$ cat config.mk
export PLATFORM = sky130hd
export DESIGN_NAME = icsp_bit_sequencer_top
export DESIGN_NICKNAME = d
export VERILOG_FILES = /design/src/hw/rtl/icsp_pkg.sv /design/src/hw/rtl/icsp_step.sv /design/src/hw/rtl/icsp_bit_sequencer_top.sv
export SDC_FILE = /design/constraint.sdc
export NUM_CORES = 1
export LEC_CHECK = 0
export BUFFER_PORTS_ARGS = -buffer_cell sky130_fd_sc_hd__buf_2
export CAP_MARGIN = 20
export CORE_MARGIN = 1
export CORE_UTILIZATION = 49
export DETAILED_ROUTE_END_ITERATION = 7
export HOLD_SLACK_MARGIN = 0.03
export PLACE_DENSITY = 0.74
export SLEW_MARGIN = 20
export SYNTH_ARGS = -nofsm -noshare
export SYNTH_HDL_FRONTEND = slang
export SYNTH_HIERARCHICAL = 1
export SYNTH_SLANG_ARGS = --single-unit
$ cat constraint.sdc
create_clock -name clk_i -period 2.9 [get_ports clk_i]
set_clock_uncertainty 0.1 [all_clocks]
set_input_delay 0.87 -clock clk_i [delete_from_list [all_inputs] [get_ports clk_i]]
set_output_delay 0.87 -clock clk_i [all_outputs]
set_load 0.01 [all_outputs]
$ cat src/hw/rtl/icsp_pkg.sv
// ----------------------------------------------------------------------------
// icsp_pkg
// Shared types and constants for the serial programming bit sequencer.
// ----------------------------------------------------------------------------
package icsp_pkg;

  // Frame geometry
  localparam int COMMAND_BITS = 4;
  localparam int PAYLOAD_BITS = 16;
  localparam int FRAME_BITS   = COMMAND_BITS + PAYLOAD_BITS;
  localparam int FRAME_IDX_W  = $clog2(FRAME_BITS);
  localparam int KEY_BITS     = 32;
  localparam int BYTE_BITS    = 8;
  localparam int TICK_W       = 7;
  localparam int HOLD_W       = 16;
  localparam int OP_W         = 3;

  // Operation codes
  localparam logic [OP_W-1:0] OP_LEAVE = 3'd0;
  localparam logic [OP_W-1:0] OP_KEY   = 3'd1;
  localparam logic [OP_W-1:0] OP_WRITE = 3'd2;
  localparam logic [OP_W-1:0] OP_READ  = 3'd3;
  localparam logic [OP_W-1:0] OP_WAIT  = 3'd4;

  // Word kinds on the cmd field
  localparam logic CMD_LOAD = 1'b0;
  localparam logic CMD_TICK = 1'b1;

  // Command sent by a table read
  localparam logic [COMMAND_BITS-1:0] READ_COMMAND = COMMAND_BITS'(9);

  // Tick boundaries
  localparam logic [TICK_W-1:0] KEY_PRE_TICKS  = TICK_W'(3);
  localparam logic [TICK_W-1:0] KEY_RESET_TICK = TICK_W'(1);
  localparam logic [TICK_W-1:0] KEY_TAIL_TICK  = TICK_W'(3 + 2 * KEY_BITS);
  localparam logic [TICK_W-1:0] FRAME_TICKS    = TICK_W'(2 * FRAME_BITS);
  localparam logic [TICK_W-1:0] WAIT_TICKS     = TICK_W'(8);
  localparam logic [TICK_W-2:0] CAPTURE_BIT    = (TICK_W-1)'(FRAME_BITS - BYTE_BITS);

  // Sequencer state
  typedef struct packed {
    logic [OP_W-1:0]         active_op;
    logic [KEY_BITS-1:0]     shift_word;
    logic [TICK_W-1:0]       tick_index;
    logic [HOLD_W-1:0]       hold_count;
    logic [BYTE_BITS-1:0]    capture_byte;
    logic [COMMAND_BITS-1:0] cmd_latch;
    logic                    running;
  } seq_state_t;

  // One pin frame
  typedef struct packed {
    logic                 clock_pin;
    logic                 data_pin;
    logic                 reset_pin;
    logic                 busy_res;
    logic [BYTE_BITS-1:0] read_byte;
    logic                 read_valid;
  } pin_frame_t;

endpackage

$ cat src/hw/rtl/icsp_step.sv
// ----------------------------------------------------------------------------
// icsp_step
// Next-state and pin-frame logic for one accepted word.
// ----------------------------------------------------------------------------
module icsp_step (
  input  icsp_pkg::seq_state_t               state_i,
  input  logic                               cmd_i,
  input  logic [icsp_pkg::OP_W-1:0]          op_kind_i,
  input  logic [3:0]                         command_code_i,
  input  logic [31:0]                        value_i,
  input  logic [15:0]                        hold_ticks_i,
  input  logic                               data_in_i,
  output icsp_pkg::seq_state_t               state_o,
  output icsp_pkg::pin_frame_t               frame_o,
  output logic                               frame_valid_o
);

  logic [icsp_pkg::TICK_W-1:0]       tick;
  logic [icsp_pkg::TICK_W-2:0]       bit_idx;
  logic [icsp_pkg::TICK_W-1:0]       key_k;
  logic                              is_read;
  logic [icsp_pkg::COMMAND_BITS-1:0] cmdv;
  logic [icsp_pkg::PAYLOAD_BITS-1:0] payload;
  logic [icsp_pkg::FRAME_BITS-1:0]   frame_bits;

  assign tick    = state_i.tick_index;
  assign bit_idx = tick[icsp_pkg::TICK_W-1:1];
  assign key_k   = tick - icsp_pkg::KEY_PRE_TICKS;
  assign is_read = (state_i.active_op == icsp_pkg::OP_READ);

  // Command then payload, LSB first; read sends a fixed command and zeros
  assign cmdv       = is_read ? icsp_pkg::READ_COMMAND : state_i.cmd_latch;
  assign payload    = is_read ? '0 : state_i.shift_word[icsp_pkg::PAYLOAD_BITS-1:0];
  assign frame_bits = {payload, cmdv};

  always_comb begin
    state_o       = state_i;
    frame_o       = '0;
    frame_valid_o = 1'b0;

    if (cmd_i == icsp_pkg::CMD_LOAD) begin
      // Load: unknown op codes leave everything untouched
      if (op_kind_i <= icsp_pkg::OP_WAIT) begin
        state_o.active_op    = op_kind_i;
        state_o.tick_index   = '0;
        state_o.running      = 1'b1;
        state_o.capture_byte = '0;
        state_o.hold_count   = hold_ticks_i;
        state_o.cmd_latch    = command_code_i[icsp_pkg::COMMAND_BITS-1:0];
        state_o.shift_word   = value_i;
      end
    end else begin
      frame_valid_o = 1'b1;
      if (!state_i.running) begin
        // Idle: reset stays high unless the last op was leave
        frame_o.reset_pin = (state_i.active_op != icsp_pkg::OP_LEAVE);
      end else begin
        case (state_i.active_op)
          icsp_pkg::OP_LEAVE: begin
            state_o.running = 1'b0;
          end
          icsp_pkg::OP_KEY: begin
            if (tick < icsp_pkg::KEY_PRE_TICKS) begin
              frame_o.reset_pin  = (tick == icsp_pkg::KEY_RESET_TICK);
              state_o.tick_index = tick + 1'b1;
            end else if (tick < icsp_pkg::KEY_TAIL_TICK) begin
              // Key MSB first, shift after the clock-high tick
              frame_o.data_pin   = state_i.shift_word[icsp_pkg::KEY_BITS-1];
              frame_o.clock_pin  = key_k[0];
              if (key_k[0]) begin
                state_o.shift_word = {state_i.shift_word[icsp_pkg::KEY_BITS-2:0], 1'b0};
              end
              state_o.tick_index = tick + 1'b1;
            end else if (tick == icsp_pkg::KEY_TAIL_TICK) begin
              state_o.tick_index = tick + 1'b1;
            end else begin
              frame_o.reset_pin = 1'b1;
              state_o.running   = 1'b0;
            end
          end
          icsp_pkg::OP_WRITE, icsp_pkg::OP_READ: begin
            frame_o.reset_pin = 1'b1;
            if (tick < icsp_pkg::FRAME_TICKS) begin
              // Two ticks per bit: clock high, then clock low
              frame_o.data_pin  = frame_bits[bit_idx[icsp_pkg::FRAME_IDX_W-1:0]];
              frame_o.clock_pin = ~tick[0];
              if (is_read && tick[0] && (bit_idx >= icsp_pkg::CAPTURE_BIT)) begin
                state_o.capture_byte = {data_in_i, state_i.capture_byte[7:1]};
              end
              state_o.tick_index = tick + 1'b1;
            end else begin
              if (is_read) begin
                frame_o.read_valid = 1'b1;
                frame_o.read_byte  = state_i.capture_byte;
              end
              state_o.running = 1'b0;
            end
          end
          default: begin
            // Wait: the clock pin toggles, then is held high while hold_count counts down
            frame_o.reset_pin = 1'b1;
            if (tick < icsp_pkg::WAIT_TICKS) begin
              frame_o.clock_pin  = tick[0];
              state_o.tick_index = tick + 1'b1;
            end else if (state_i.hold_count != '0) begin
              frame_o.clock_pin  = 1'b1;
              state_o.hold_count = state_i.hold_count - 1'b1;
            end else begin
              state_o.running = 1'b0;
            end
          end
        endcase
      end
      frame_o.busy_res = state_o.running;
    end
  end

endmodule

$ cat src/hw/rtl/icsp_bit_sequencer_top.sv
// ----------------------------------------------------------------------------
// icsp_bit_sequencer_top
// Serial programming master: drives clock, data and reset pins one tick at a time.
// ----------------------------------------------------------------------------
// A load word (cmd 0) starts an operation and returns nothing; each tick word
// (cmd 1) returns one pin frame. The block takes one word per clock cycle unless
// the output stalls, and the frame is registered and appears on the output in
// the cycle after its tick word is accepted; the rate is set by the single output
// register, which frees itself in the same cycle its frame is taken, so a stalled
// output stops input only while that register is full and not being read.
module icsp_bit_sequencer_top (
  input  logic        clk_i,
  input  logic        rst_ni,
  input  logic        in_valid_i,
  output logic        in_ready_o,
  input  logic        cmd_i,
  input  logic [2:0]  op_kind_i,
  input  logic [3:0]  command_code_i,
  input  logic [31:0] value_i,
  input  logic [15:0] hold_ticks_i,
  input  logic        data_in_i,
  output logic        out_valid_o,
  input  logic        out_ready_i,
  output logic        clock_pin_o,
  output logic        data_pin_o,
  output logic        reset_pin_o,
  output logic        busy_res_o,
  output logic [7:0]  read_byte_o,
  output logic        read_valid_o
);

  icsp_pkg::seq_state_t state_q, state_d;
  icsp_pkg::pin_frame_t frame_d, frame_q;
  logic                 frame_valid;
  logic                 out_valid_q;
  logic                 in_fire;

  assign in_ready_o = ~out_valid_q | out_ready_i;
  assign in_fire    = in_valid_i & in_ready_o;

  // Step logic
  icsp_step u_step (
    .state_i       (state_q),
    .cmd_i         (cmd_i),
    .op_kind_i     (op_kind_i),
    .command_code_i(command_code_i),
    .value_i       (value_i),
    .hold_ticks_i  (hold_ticks_i),
    .data_in_i     (data_in_i),
    .state_o       (state_d),
    .frame_o       (frame_d),
    .frame_valid_o (frame_valid)
  );

  // Sequencer state
  always_ff @(posedge clk_i or negedge rst_ni) begin
    if (!rst_ni) begin
      state_q <= '0;
    end else if (in_fire) begin
      state_q <= state_d;
    end
  end

  // Output valid
  always_ff @(posedge clk_i or negedge rst_ni) begin
    if (!rst_ni) begin
      out_valid_q <= 1'b0;
    end else if (in_fire && frame_valid) begin
      out_valid_q <= 1'b1;
    end else if (out_ready_i) begin
      out_valid_q <= 1'b0;
    end
  end

  // Output frame
  always_ff @(posedge clk_i) begin
    if (in_fire && frame_valid) begin
      frame_q <= frame_d;
    end
  end

  assign out_valid_o  = out_valid_q;
  assign clock_pin_o  = frame_q.clock_pin;
  assign data_pin_o   = frame_q.data_pin;
  assign reset_pin_o  = frame_q.reset_pin;
  assign busy_res_o   = frame_q.busy_res;
  assign read_byte_o  = frame_q.read_byte;
  assign read_valid_o = frame_q.read_valid;

endmodule

=== After elaboration in Yosys (flattened, before gate mapping) ===
Cells that the tools add are included.

* Memories kept: 0
* Output and inout bits: 15
* ROM bits: 0
* Memory bits (writable): 0
* Latch bits: 0
* Word-level logic and storage cells: 118
* Flip-flop bits (word level): 85

* Equal/unequal tests: 20
* Bitwise gates (word level): 8
* Muxes and demuxes: 47
* Reduce and logical (&&, ||, !) cells: 19
* Shifts and indexed selects: 0
* $add $sub $neg: 3
* Order comparisons: 7
* Div/mod/pow operators: 0
* $mul: 0

{| class="wikitable"
|+ Operators by type and width
! kind !! number
|-
| two-way mux 32 bit || 4
|-
| two-way mux 63 bit || 2
|-
| two-way mux 68 bit || 1
|-
| two-way mux 16 bit || 4
|-
| two-way mux 7 bit || 5
|-
| two-way mux 8 bit || 3
|-
| one-hot mux 7 bit (3 select lines) || 1
|-
| two-way mux 1 bit || 18
|-
| != test 2 x 1 -> 1 bit, second input constant || 8
|-
| nonzero test 16 bit || 1
|-
| subtractor 16 x 1 -> 16 bit, second input constant || 1
|-
| AND reduction 7 bit || 2
|-
| AND reduction 6 bit || 2
|-
| != test 2 bit, second input constant || 4
|-
| OR reduction 4 bit || 2
|-
| adder 7 x 1 -> 7 bit, second input constant || 1
|-
| equality test 7 x 1 -> 1 bit, second input constant || 1
|-
| equality test 7 bit, second input constant || 1
|-
| < comparator 7 x 2 -> 1 bit, second input constant || 1
|-
| < comparator 7 x 4 -> 1 bit, second input constant || 1
|-
| < comparator 7 x 6 -> 1 bit, second input constant || 1
|-
| < comparator 7 bit, second input constant || 1
|-
| equality test 3 x 2 -> 1 bit, second input constant || 2
|-
| greater-or-equal comparator 6 x 4 -> 1 bit, second input constant || 1
|-
| 23 further kinds || 36
|}

=== Depth between registers and ports, before layout ===
* Depth in word-level cells: 8
* Depth in mapped cells: 9
* Gate-level depth less buffers: 8

=== Cells and area by module ===
The synthesis kept the hierarchy.

{| class="wikitable"
|+ By module, submodules not included
! module !! area an instance (um^2) !! cells an instance !! sequential area each (um^2) !! instances
|-
| icsp_bit_sequencer_top || 3372.0 || 168 || 2192.1 || 1
|-
| icsp_step || 2892.8 || 487 || 0.0 || 1
|}

=== Least setup slack after synthesis ===
Ideal clock, no wire load.

* Kind: input to register
* Start: input port cmd_i
* End: register state_q[11] in the netlist's numbering
* Cell stages on the path: 7
* Required time: 2675 ps
* Arrival: 2602 ps
* Slack: 73 ps
* Library setup time: 125 ps
* Path through: buf_2 > nand2_1 > or4_1 > nor2_1 > clkbuf_1 > o21ai_0 > mux2_4

{| class="wikitable"
|+ RTL lines
! element !! RTL line !! text
|-
| start, declared || icsp_bit_sequencer_top.sv:16 || <nowiki>input logic cmd_i,</nowiki>
|-
| end signal, assigned || icsp_bit_sequencer_top.sv:60 || <nowiki>state_q <= state_d;</nowiki>
|-
| end, declared || icsp_bit_sequencer_top.sv:32 || <nowiki>icsp_pkg::seq_state_t state_q, state_d;</nowiki>
|}

==> results.md <==
- Hpwl dp: 10410 um
- Worst relative slew slack: 0.4926
- Startpoint Class: flip-flop
- Run status: finished clean
- Largest area contributor in the netlist: dfrtp_1
- Core area: 0.01221 mm^2
- Die W: 115.1 um
- I/O pin count: 76
- Placement Rows: 40
- Worst VDD drop: 0.2986 mV
- Max-slew violations: 0
- Finished Cell Area: 0.007164 mm^2
- Final setup TNS: 0 ns
- Routed Antenna Nets: 0
- #FFs+latches synth: 85
- Largest net degree at the start of global routing: 69
- Worst endpoint required time: 3.03 ns
- Clock Tree Root: clkbuf_16
- Final #Nets: 785
- Number of global-route vias before repair: 5202
- Initial core utilization: 0.5130
- Initial antenna violation count: 0
- Share of cells above drive strength 1: 0.2910
- CP Capture Type: flip-flop
- Area growth syn-to-layout: 14.36%
- Die height: 115.1 um
- Post-synth top area share: 0.2876
- Via Count: 5272
- Vias per cell: 5.904
- Crit Path Class: reg -> reg
- Period utilization: 0.8956
- Die footprint: 0.01324 mm^2
- Routed len/inst: 16.93 um
- Post-synthesis sequential area ratio: 0.3499
- Largest fanout on the critical path: 8
- Worst-path clk slew: 0.06 ns
- RePlAce Congestion: 0.9280
- Crit path time final: 2.597 ns
- Routed WL: 15120 um
- First-pass GRT wire length: 24930 um
- Diode count: 0
- Total congestion overflow: 0
- Initial DRT Pass Iterations: 5
- Fillers: 1106
- Post-CTS setup buffers: 0
- Asr flop ratio synth: 0.8471
- H-tree depth reported by CTS: 3
- Measured slew at the worst slew-check pin: 0.7420 ns
- Mapped Area: 0.006265 mm^2
- Pleak: 3.118 nW
- Yosys warnings: 6
- EDFF count, synth: 13
- F_max: 0.3850 GHz
- Pwr/cell area: 677.5 mW/mm^2
- Ranking of synthesized cells by area: dfrtp_1 29%, mux2_4 17%, edfxtp_1 6.2%, nand2_1 6.1%, a211oi_1 6.0%
- Final number of setup-violating endpoints: 0
- Ys flop type: dfrtp_1
- Syn nets: 720
- CTS Buffer Depth: 2
- Total GRT Usage: 0.2395
- Commonest non-fill, non-tap cells in the layout: 101 x nand2_1, 74 x buf_2, 72 x dfrtp_1, 70 x mux2_4
- Post-cts resize count: 0
- Clk_lat worst skew: 0.35 ns
- WP data arrival: 2.72 ns
- Hold-fix buffers, CTS: 0
- Synth cell types: 73
- Initial DRC Count: 354
- RSZ-0062 raised after global routing: false
- Hold WC Path Type: in -> async
- Mean Syn Cell Area: 9.565 um^2
- Final Hold Viols: 0
- PortBufs: 75
- Commonest non-fill, non-tap cell in the layout: nand2_1
- Cell count after synthesis: 655
- CTS Sinks: 85
- Placed inst area: 0.006840 mm^2
- CTS tree: built
- Drt drc: 0
- Max Cap Violations: 0
- Total CTS buffers: 9
worst max-delay path: stages (launching register included):
cell and delay [ns]:
dfrtp_1 0.40, inv_1 0.13, ha_1 0.22, and2b_2 0.19, nand4b_1 0.30, or2_2 0.44, o21ai_0 0.28, o22ai_1 0.13
mux2_2 0.28
state kept, by name, summed over array words and instances, names as in the netlist:
register and count:
data_pin_o 1, reset_pin_o 1, read_valid_o 1, state_q 71, read_byte_o 8, busy_res_o 1, clock_pin_o 1, out_valid_o 1
where the power goes:
part | internal (W) | total (W) | switching (W)
clock | 0.000776 | 0.00126 | 0.000485
combinational | 0.000910 | 0.00175 | 0.000836
sequential | 0.00149 | 0.00185 | 0.000357
total | 0.00318 | 0.00485 | 0.00168
worst paths after layout:
| kind | from | endpoint | slack (ns) | cells past startpoint |
|---|---|---|---|---|
| max in group asynchronous | rst_ni | state_q[70] | 1.63 | 2 |
| setup reg to reg | state_q[13] | state_q[0] | 0.30 | 8 |
| hold / removal | rst_ni | state_q[52] | 0.39 | 1 |
| hold reg to reg | state_q[1] | state_q[1] | 0.43 | 1 |
| min in group clk_i | state_q[1] | state_q[1] | 0.43 | 1 |
| setup / recovery | state_q[13] | state_q[0] | 0.30 | 8 |
cell families (layout without fill, tap and decap cells):
group,Yosys count,count (layout),share of synthesized area
AND/OR/NAND/NOR,234,234,0.1941
AO/OA/AOI/OAI,175,175,0.1879
flip-flops,85,85,0.3499
multiplexers,80,80,0.1881
buffers and inverters,64,134,0.05373
XOR/XNOR,13,13,0.01817
adder cells (fa/ha/maj),4,4,0.007989
metal layers:
layer | GRT usage | up-vias | wire length (um)
met5 | 0 | - | 0
met4 | 0.09784 | 0 | 274
met3 | 0.03321 | 22 | 791
met2 | 0.4040 | 169 | 7306
met1 | 0.3100 | 2553 | 6744
li1 | - | 2528 | -
layout make-up:
type                       instances  area (um^2)  share of cell area
multi-input combinational        506         3749              0.5232
sequential                        85         2192              0.3060
timing repair buffer             105        640.6             0.08942
clock buffer                      10        239.0             0.03336
tap                              168        210.2             0.02934
clock inverter                     6        85.08             0.01188
inverter                          13        48.80            0.006811
stage by stage:
stage               cells  hold slack, ns  total power, W  utilization  setup slack [ns]
floorplan             655          0.3738        0.003109            -           0.07296
global placement      877          0.3981        0.003504       0.5601            0.4152
detailed placement    877          0.4101        0.003583       0.5601            0.3806
CTS                   893          0.3991        0.004865       0.5867            0.3678
global route          893          0.4203        0.005129       0.5867            0.1752
finish                893          0.3897        0.004854       0.5867            0.3028
cell usage after synthesis (4+ instances only):
library cell and number:
buf_6 8, ha_1 4, nand3_1 10, clkbuf_1 28, buf_2 10, and2_1 50, a211oi_1 50, mux2i_1 6
a21oi_1 30, nand2_1 101, nor3_1 8, nand4_1 5, inv_1 12, edfxtp_1 13, dfrtp_1 72, a31oi_1 35
xor2_1 4, o21ai_0 22, nor2_1 24, mux2_4 70, xnor2_1 9
Power figures use the tool's default switching activity.
